===== config.mk =====
export PLATFORM = sky130hd
export DESIGN_NAME = nscl_cell
export DESIGN_NICKNAME = d
export VERILOG_FILES = /design/src/design/nscl_pkg.sv /design/src/design/nscl_cell.sv
export SDC_FILE = /design/constraint.sdc
export NUM_CORES = 2
export LEC_CHECK = 0
export BUFFER_PORTS_ARGS = -buffer_cell sky130_fd_sc_hd__clkbuf_2
export CORE_ASPECT_RATIO = 0.8
export CORE_MARGIN = 5
export CORE_UTILIZATION = 37
export CTS_CLUSTER_DIAMETER = 120
export DETAILED_ROUTE_END_ITERATION = 16
export GPL_TIMING_DRIVEN = 0
export PLACE_DENSITY = 0.48
export SYNTH_ARGS = -nofsm -noshare
export SYNTH_HDL_FRONTEND = slang
export SYNTH_SLANG_ARGS = --single-unit

===== constraint.sdc =====
create_clock -name clk -period 30.4 [get_ports clk]
set_input_delay 6.08 -clock clk [delete_from_list [all_inputs] [get_ports clk]]
set_output_delay 6.08 -clock clk [all_outputs]
set_load 0.005 [all_outputs]

===== src/design/nscl_pkg.sv =====
// Shared constants, codes and the pipeline beat type of the nearest-site lookup.
package nscl_pkg;

  localparam int MAX_SITES = 32;

  localparam int COORD_W = 24;
  localparam int COLOR_W = 32;
  localparam int SLOT_W  = 5;
  localparam int COUNT_W = 6;

  localparam int IDX_W  = (MAX_SITES > 1) ? $clog2(MAX_SITES) : 1;
  localparam int SEL_W  = (IDX_W > SLOT_W) ? IDX_W : SLOT_W;
  localparam int DIFF_W = COORD_W + 1;
  localparam int PROD_W = 2 * DIFF_W;
  localparam int SQ_W   = 2 * COORD_W + 1;
  localparam int DIST_W = SQ_W + 1;

  // Three register stages per site, plus the output register.
  localparam int PIPE_LAT = 3 * MAX_SITES + 1;

  typedef logic [IDX_W-1:0]   cell_idx_t;
  typedef logic [SEL_W-1:0]   sel_t;
  typedef logic [COUNT_W-1:0] count_t;
  typedef logic [DIFF_W-1:0]  diff_t;
  typedef logic [DIST_W-1:0]  dist_t;

  localparam count_t COUNT_RST = count_t'(1);

  typedef enum logic {
    KIND_LOAD  = 1'b0,
    KIND_SHADE = 1'b1
  } kind_t;

  // One beat in flight. For a load, sel is the slot, x/y/color the site.
  // For a shade, x/y is the point and sel/color/dsq the best site so far.
  typedef struct packed {
    logic                       valid;
    kind_t                      kind;
    sel_t                       sel;
    logic signed [COORD_W-1:0]  x;
    logic signed [COORD_W-1:0]  y;
    logic        [COLOR_W-1:0]  color;
    dist_t                      dsq;
  } item_t;

endpackage


===== src/design/nscl_cell.sv =====
// One site of the search chain: site storage, difference, square and compare stages.
module nscl_cell (
  input  logic                       clk,
  input  logic                       rst_n,
  input  nscl_pkg::cell_idx_t        cell_idx,
  input  nscl_pkg::count_t           site_count,
  input  nscl_pkg::item_t            item_i,
  output nscl_pkg::item_t            item_o
);

  typedef struct packed {
    nscl_pkg::item_t                         item;
    logic                                    act;
    logic signed [nscl_pkg::DIFF_W-1:0]      dx;
    logic signed [nscl_pkg::DIFF_W-1:0]      dy;
    logic        [nscl_pkg::COLOR_W-1:0]     col;
  } sta_t;

  typedef struct packed {
    nscl_pkg::item_t                         item;
    logic                                    act;
    logic [nscl_pkg::SQ_W-1:0]               sqx;
    logic [nscl_pkg::SQ_W-1:0]               sqy;
    logic [nscl_pkg::COLOR_W-1:0]            col;
  } stb_t;

  logic signed [nscl_pkg::COORD_W-1:0] sx_r;
  logic signed [nscl_pkg::COORD_W-1:0] sy_r;
  logic        [nscl_pkg::COLOR_W-1:0] scol_r;

  sta_t            a_r, a_nxt;
  stb_t            b_r, b_nxt;
  nscl_pkg::item_t c_r, c_nxt;

  logic                                hit_load;
  logic                                active;
  logic                                first;
  logic                                take;
  logic signed [nscl_pkg::PROD_W-1:0]  prod_x;
  logic signed [nscl_pkg::PROD_W-1:0]  prod_y;
  nscl_pkg::dist_t                     sum_sq;

  assign first    = (cell_idx == '0);
  assign hit_load = item_i.valid && (item_i.kind == nscl_pkg::KIND_LOAD) &&
                    (item_i.sel == nscl_pkg::sel_t'(cell_idx));
  // Site zero always takes part; the rest only below the count.
  assign active   = first || (int'(cell_idx) < int'(site_count));

  // A load writes this slot as it passes, so beats ahead of it see old data.
  always_ff @(posedge clk) begin
    if (hit_load) begin
      sx_r   <= item_i.x;
      sy_r   <= item_i.y;
      scol_r <= item_i.color;
    end
  end

  always_comb begin
    a_nxt      = '0;
    a_nxt.item = item_i;
    a_nxt.act  = active;
    a_nxt.dx   = $signed(nscl_pkg::diff_t'({sx_r[nscl_pkg::COORD_W-1], sx_r}) -
                         nscl_pkg::diff_t'({item_i.x[nscl_pkg::COORD_W-1], item_i.x}));
    a_nxt.dy   = $signed(nscl_pkg::diff_t'({sy_r[nscl_pkg::COORD_W-1], sy_r}) -
                         nscl_pkg::diff_t'({item_i.y[nscl_pkg::COORD_W-1], item_i.y}));
    a_nxt.col  = scol_r;
  end

  assign prod_x = $signed(a_r.dx) * $signed(a_r.dx);
  assign prod_y = $signed(a_r.dy) * $signed(a_r.dy);

  always_comb begin
    b_nxt      = '0;
    b_nxt.item = a_r.item;
    b_nxt.act  = a_r.act;
    b_nxt.sqx  = prod_x[nscl_pkg::SQ_W-1:0];
    b_nxt.sqy  = prod_y[nscl_pkg::SQ_W-1:0];
    b_nxt.col  = a_r.col;
  end

  assign sum_sq = nscl_pkg::dist_t'(b_r.sqx) + nscl_pkg::dist_t'(b_r.sqy);
  // Strict less-than keeps the lowest index on a tie.
  assign take = b_r.item.valid && (b_r.item.kind == nscl_pkg::KIND_SHADE) && b_r.act &&
                (first || (sum_sq < b_r.item.dsq));

  always_comb begin
    c_nxt = b_r.item;
    if (take) begin
      c_nxt.dsq   = sum_sq;
      c_nxt.sel   = nscl_pkg::sel_t'(cell_idx);
      c_nxt.color = b_r.col;
    end
  end

  always_ff @(posedge clk) begin
    if (!rst_n) begin
      a_r.item.valid <= 1'b0;
      b_r.item.valid <= 1'b0;
      c_r.valid      <= 1'b0;
    end else begin
      a_r <= a_nxt;
      b_r <= b_nxt;
      c_r <= c_nxt;
    end
  end

  assign item_o = c_r;

endmodule


After elaboration in Yosys (flattened, before gate mapping). Index checks and enable logic that the tools add are counted.

Input port bits: 150. Register bits: 705. Logic and storage cells: 51. Output and inout bits: 137.

Bitwise logic cells: 1. $add $sub $neg: 3. Reductions and logical operators: 8. Muxes and demuxes: 2. Equal/unequal tests: 1. Multiply operators: 2. Magnitude comparators: 2.

Operators by type and width (count): $mul 25x25->49 (2); $mux 82 (1); $add 49x49->50 (1); $lt 50x50->1 (1); $sub 24x24->25 (2); $lt 5x6->1 (1); $eq 5x5->1 (1); $logic_and 1x1->1 (5); $logic_not 5->1 (1); $mux 5 (1); $logic_or 1x1->1 (2); $not 1->1 (1).

Longest topological paths before layout.
Word-level depth: 5. Mapped depth: 29.

Worst setup path before layout. OpenSTA, ideal clock, no wires.

Path type: input port to flip-flop. Start point: in cell_idx[0]. End point: reg scol_r[0] in the netlist's numbering (enable). Slack: 15.108 ns. Library setup time: 0.743 ns. Data arrival time: 14.548 ns. Stages: 3. Path through: xnor2_1 > nand4_1 > nor4b_1.

Longest elaborated chain between the ends: 2.

RTL lines: start: declaration (line nscl_cell.sv:5) `input nscl_pkg::cell_idx_t cell_idx,`; $eq 5x5->1 (line nscl_cell.sv:45) `(item_i.sel == nscl_pkg::sel_t'(cell_idx));`; $logic_and 1x1->1 (line nscl_cell.sv:44) `assign hit_load = item_i.valid && (item_i.kind == nscl_pkg::KIND_LOAD) &&`; named net hit_load (line nscl_cell.sv:35) `logic hit_load;`; end signal: assignment (line nscl_cell.sv:54) `scol_r <= item_i.color;`; end: declaration (line nscl_cell.sv:29) `logic [nscl_pkg::COLOR_W-1:0] scol_r;`.

The timed path passes the listed nets, and every way through them passes these cells. A chain may end at the register's enable or synchronous reset.

Worst setup path after layout.
Start point: reg a_r[56] in the netlist's numbering. End point: reg b_r[80] in the netlist's numbering, data pin.

Longest elaborated chain between the ends: 1.

RTL lines: start: declaration (line nscl_cell.sv:31) `sta_t a_r, a_nxt;`; start signal: assignment (line nscl_cell.sv:101) `a_r <= a_nxt;`; $mul 25x25->49 (line nscl_cell.sv:70) `assign prod_y = $signed(a_r.dy) * $signed(a_r.dy);`; named net prod_y, one bit (line nscl_cell.sv:40) `logic signed [nscl_pkg::PROD_W-1:0] prod_y;`; end signal: assignment (line nscl_cell.sv:102) `b_r <= b_nxt;`; end: declaration (line nscl_cell.sv:32) `stb_t b_r, b_nxt;`.

The timed path passes the listed nets, and every way through them passes these cells.

==> summary.txt <==
Setup path
  • Worst Path Required: 30870 ps
  • Register-to-register setup slack: 20710 ps
  • Class of the most critical setup path: reg2reg
  • Crit end category: flop
  • CP Max Fanout: 10
  • Worst EP arrival: 10160 ps
  • Setup crit start kind: flop

Global route
  • Met3 global-route usage: 4.423%
  • Initial antenna violation count: 22
  • Largest net degree at the start of global routing: 113
  • Met1 Track Usage GR: 29.02%
  • Busiest grt layer: met1
  • Combined global-route utilization of all metal layers: 19.52%
  • Global-route wire length before repair: 285.4 mm
  • Vias in the first global route: 46160
  • Gr ovfl total: 0
  • GR met2 Demand/Resource: 28.53%

STA
  • Max Clk Rate: 103.2 MHz
  • Worst max-slew margin expressed relative to the limit: 19.14%
  • Final worst path period need: 9688 ps
  • Final Hold Fails: 0
  • Largest clock skew in the final design: 69.10 ps
  • Total count of max-transition violations in the final report: 0
  • Final cycle utilization of the critical path: 31.87%
  • Total negative setup slack: 0 ps
  • Transition time at the pin with the least slew margin: 1213 ps
  • Setup repair after global routing missed its margin: false
  • Final setup violation count: 0

CTS
  • Post-CTS Setup Repair Bufs: 0
  • Clock-pin slew of the registers on the worst-case setup and hold paths: 60 ps
  • TritonCTS sink count: 703
  • Clock tree from TritonCTS: done
  • H-tree depth: 3
  • Number of hold buffers added after cts: 0
  • Clock buffers created by TritonCTS: 80
  • Post_cts resized: 0
  • Cell chosen for the clock root: sky130_fd_sc_hd__clkbuf_16
  • Skew-Pair Late Insertion Delay: 720 ps
  • Number of buffers on the longest clock path: 3

Routing
  • Total length of routed wires: 185.5 mm
  • DR iter-0 viols: 3160
  • Detail-routed net length per standard cell: 20.94 µm
  • Initial DRT Pass Iterations: 5
  • Routed via count: 42490
  • Residual DRC count: 0
  • Vias/cell: 4.795
  • Post-detailed-route count of antenna-violating nets: 0

Floorplanning
  • Num rows: 141
  • Die area: 194800 µm²
  • Starting utilization of the core area: 37.23%
  • Die width: 492.2 µm
  • Placeable core region: 184900 µm²
  • I/O Pins: 287
  • Height of the die: 395.8 µm

Final layout
  • Number of filler cells placed in the layout: 17890
  • Fraction of layout cells with a size suffix above 1: 8.428%
  • Net total in the final layout: 8152
  • Synth-to-layout area growth: 10.67%

Run status
  • Status: finished clean

Placed design
  • Number of buffers inserted by port buffering: 286
  • Half-perimeter wire length of the detailed placement result: 152.9 mm
  • Routability cong.: 0.9629

Yosys
  • Cells after Synth: 5968
  • Top cells by instance count after synthesis: 1518 x sky130_fd_sc_hd__inv_1, 1199 x sky130_fd_sc_hd__fa_1, 700 x sky130_fd_sc_hd__edfxtp_1, 446 x sky130_fd_sc_hd__nand2_1, 445 x sky130_fd_sc_hd__ha_1
  • Post-Syn Area per Cell: 11.53 µm²
  • Flop and latch count out of synthesis: 703
  • Share of flip-flops with an asynchronous set or reset: 0%
  • Most area-hungry cell type in the Yosys netlist: sky130_fd_sc_hd__fa_1
  • Netlist Area Pre-Place: 68830 µm²
  • Count of flip-flops with a built-in enable after synthesis: 700
  • Share of the synthesized area in the top cell type: 34.87%
  • Total nets after synthesis: 7762
  • Count of different cell masters after synthesis: 81
  • Fraction of the yosys area taken by sequential cells: 30.63%
  • Most common flop cell mapped by yosys: sky130_fd_sc_hd__edfxtp_1
  • Top post-synthesis cells by area: sky130_fd_sc_hd__fa_1 35%, sky130_fd_sc_hd__edfxtp_1 31%, sky130_fd_sc_hd__inv_1 8.3%
  • Synth warnings: 0
  • Dominant cell by count in the synthesized netlist: sky130_fd_sc_hd__inv_1

Hold path
  • Class of the most critical hold timing path: reg2reg

Run
  • Max-cap viol count: 0
==> critical path: stages, from the launching register on <==
cell and delay (ps):
sky130_fd_sc_hd__edfxtp_1 760, sky130_fd_sc_hd__clkbuf_1 610, sky130_fd_sc_hd__clkbuf_1 690, sky130_fd_sc_hd__nand2_1 220
sky130_fd_sc_hd__inv_1 170, sky130_fd_sc_hd__fa_1 550, sky130_fd_sc_hd__fa_1 500, sky130_fd_sc_hd__fa_1 960
sky130_fd_sc_hd__inv_1 530, sky130_fd_sc_hd__fa_1 620, sky130_fd_sc_hd__inv_1 50, sky130_fd_sc_hd__fa_1 530
sky130_fd_sc_hd__inv_1 50, sky130_fd_sc_hd__fa_1 470, sky130_fd_sc_hd__inv_1 40, sky130_fd_sc_hd__ha_1 260
sky130_fd_sc_hd__clkbuf_1 320, sky130_fd_sc_hd__nand3_1 300, sky130_fd_sc_hd__or4_1 570, sky130_fd_sc_hd__o21ai_1 480
sky130_fd_sc_hd__a21oi_2 180, sky130_fd_sc_hd__o31ai_1 300, sky130_fd_sc_hd__a21oi_1 130, sky130_fd_sc_hd__xnor2_1 130
==> placed cells by master, fill, tap and decap left out, drive strengths merged, types with 5 or more instances in the layout <==
cell | Yosys | final
inv | 1518 | 1526
fa | 1199 | 1199
edfxtp | 700 | 700
clkbuf | 131 | 513
nand2 | 446 | 446
ha | 445 | 445
and2 | 248 | 248
a21oi | 171 | 171
xnor2 | 155 | 155
nor2 | 150 | 150
a21o | 105 | 105
o21ai | 104 | 104
mux2 | 87 | 87
nor2b | 64 | 64
xor2 | 55 | 55
nand3 | 41 | 41
buf | 13 | 35
clkinv | 0 | 32
nand2b | 31 | 31
nand4 | 29 | 29
o21a | 29 | 29
and3 | 27 | 27
nor3 | 27 | 27
a211oi | 27 | 27
o21bai | 20 | 20
a31oi | 15 | 15
or3 | 12 | 12
o211ai | 12 | 12
diode | 0 | 11
or2 | 9 | 9
a21boi | 8 | 8
a31o | 7 | 7
a2111oi | 7 | 7
o31ai | 7 | 7
a221oi | 6 | 6
o22ai | 6 | 6
nor4 | 5 | 5
==> final cells by class <==
cell class	instances	area [µm²]	share of cell area, %
Antenna cell	11	27.53	0.03614
Clock inverter	47	467.9	0.6143
Clock buffer	96	2062	2.707
Sequential cell	703	21080	27.67
Multi-Input combinational cell	3603	41490	54.46
Inverter	1518	5698	7.481
Buffer	144	576.8	0.7573
Tap cell	2431	3042	3.993
Timing Repair Buffer	308	1730	2.272
==> through the flow <==
stage	hold slack, ps	area [µm²]	setup slack (ps)	utilization [%]	instances
after floorplan	400.3	68830	15110	-	5968
after global placement	400.1	73300	6971	39.65	8685
after detailed placement	404.5	73610	20510	39.82	8707
after CTS	357.1	76140	20760	41.18	8850
after global routing	377.5	76150	20230	41.19	8852
final	362.6	76170	20710	41.20	8861
==> registers in the layout, summed over array words and instances, names as in the netlist <==
register / count
a_r: 220
scol_r: 32
item_o: 137
sy_r: 24
sx_r: 24
b_r: 266
==> routing by layer <==
metal	part of all wire [%]	routed length, µm	up-vias
met5	0.0070	13	-
met2	42	78570	1096
li1	-	-	19390
met1	47	86580	21770
met3	7.8	14490	223
met4	3.2	5878	2
==> worst paths after layout <==
kind,start,cells after the start,end
setup / recovery,a_r[56],23,b_r[80]
hold / removal,a_r[113],0,b_r[161]
hold reg to reg,a_r[113],0,b_r[161]
setup reg to reg,a_r[56],23,b_r[80]
==> cell families (layout without fill, tap and decap cells) <==
family / after synthesis / count (layout) / share of synthesized area [%]
buf+inv: 1662 / 2113 / 9.117
fa+ha+maj: 1644 / 1644 / 42.96
simple gates: 1104 / 1104 / 7.791
flops: 703 / 703 / 30.63
compound gates: 556 / 556 / 5.377
xor+xnor: 210 / 210 / 2.672
mux: 89 / 89 / 1.452
other cells: 0 / 11 / 0
Power is left out: the tool's default activity adds up to more than one toggle a clock period on the data nets, which glitch-free logic cannot reach.
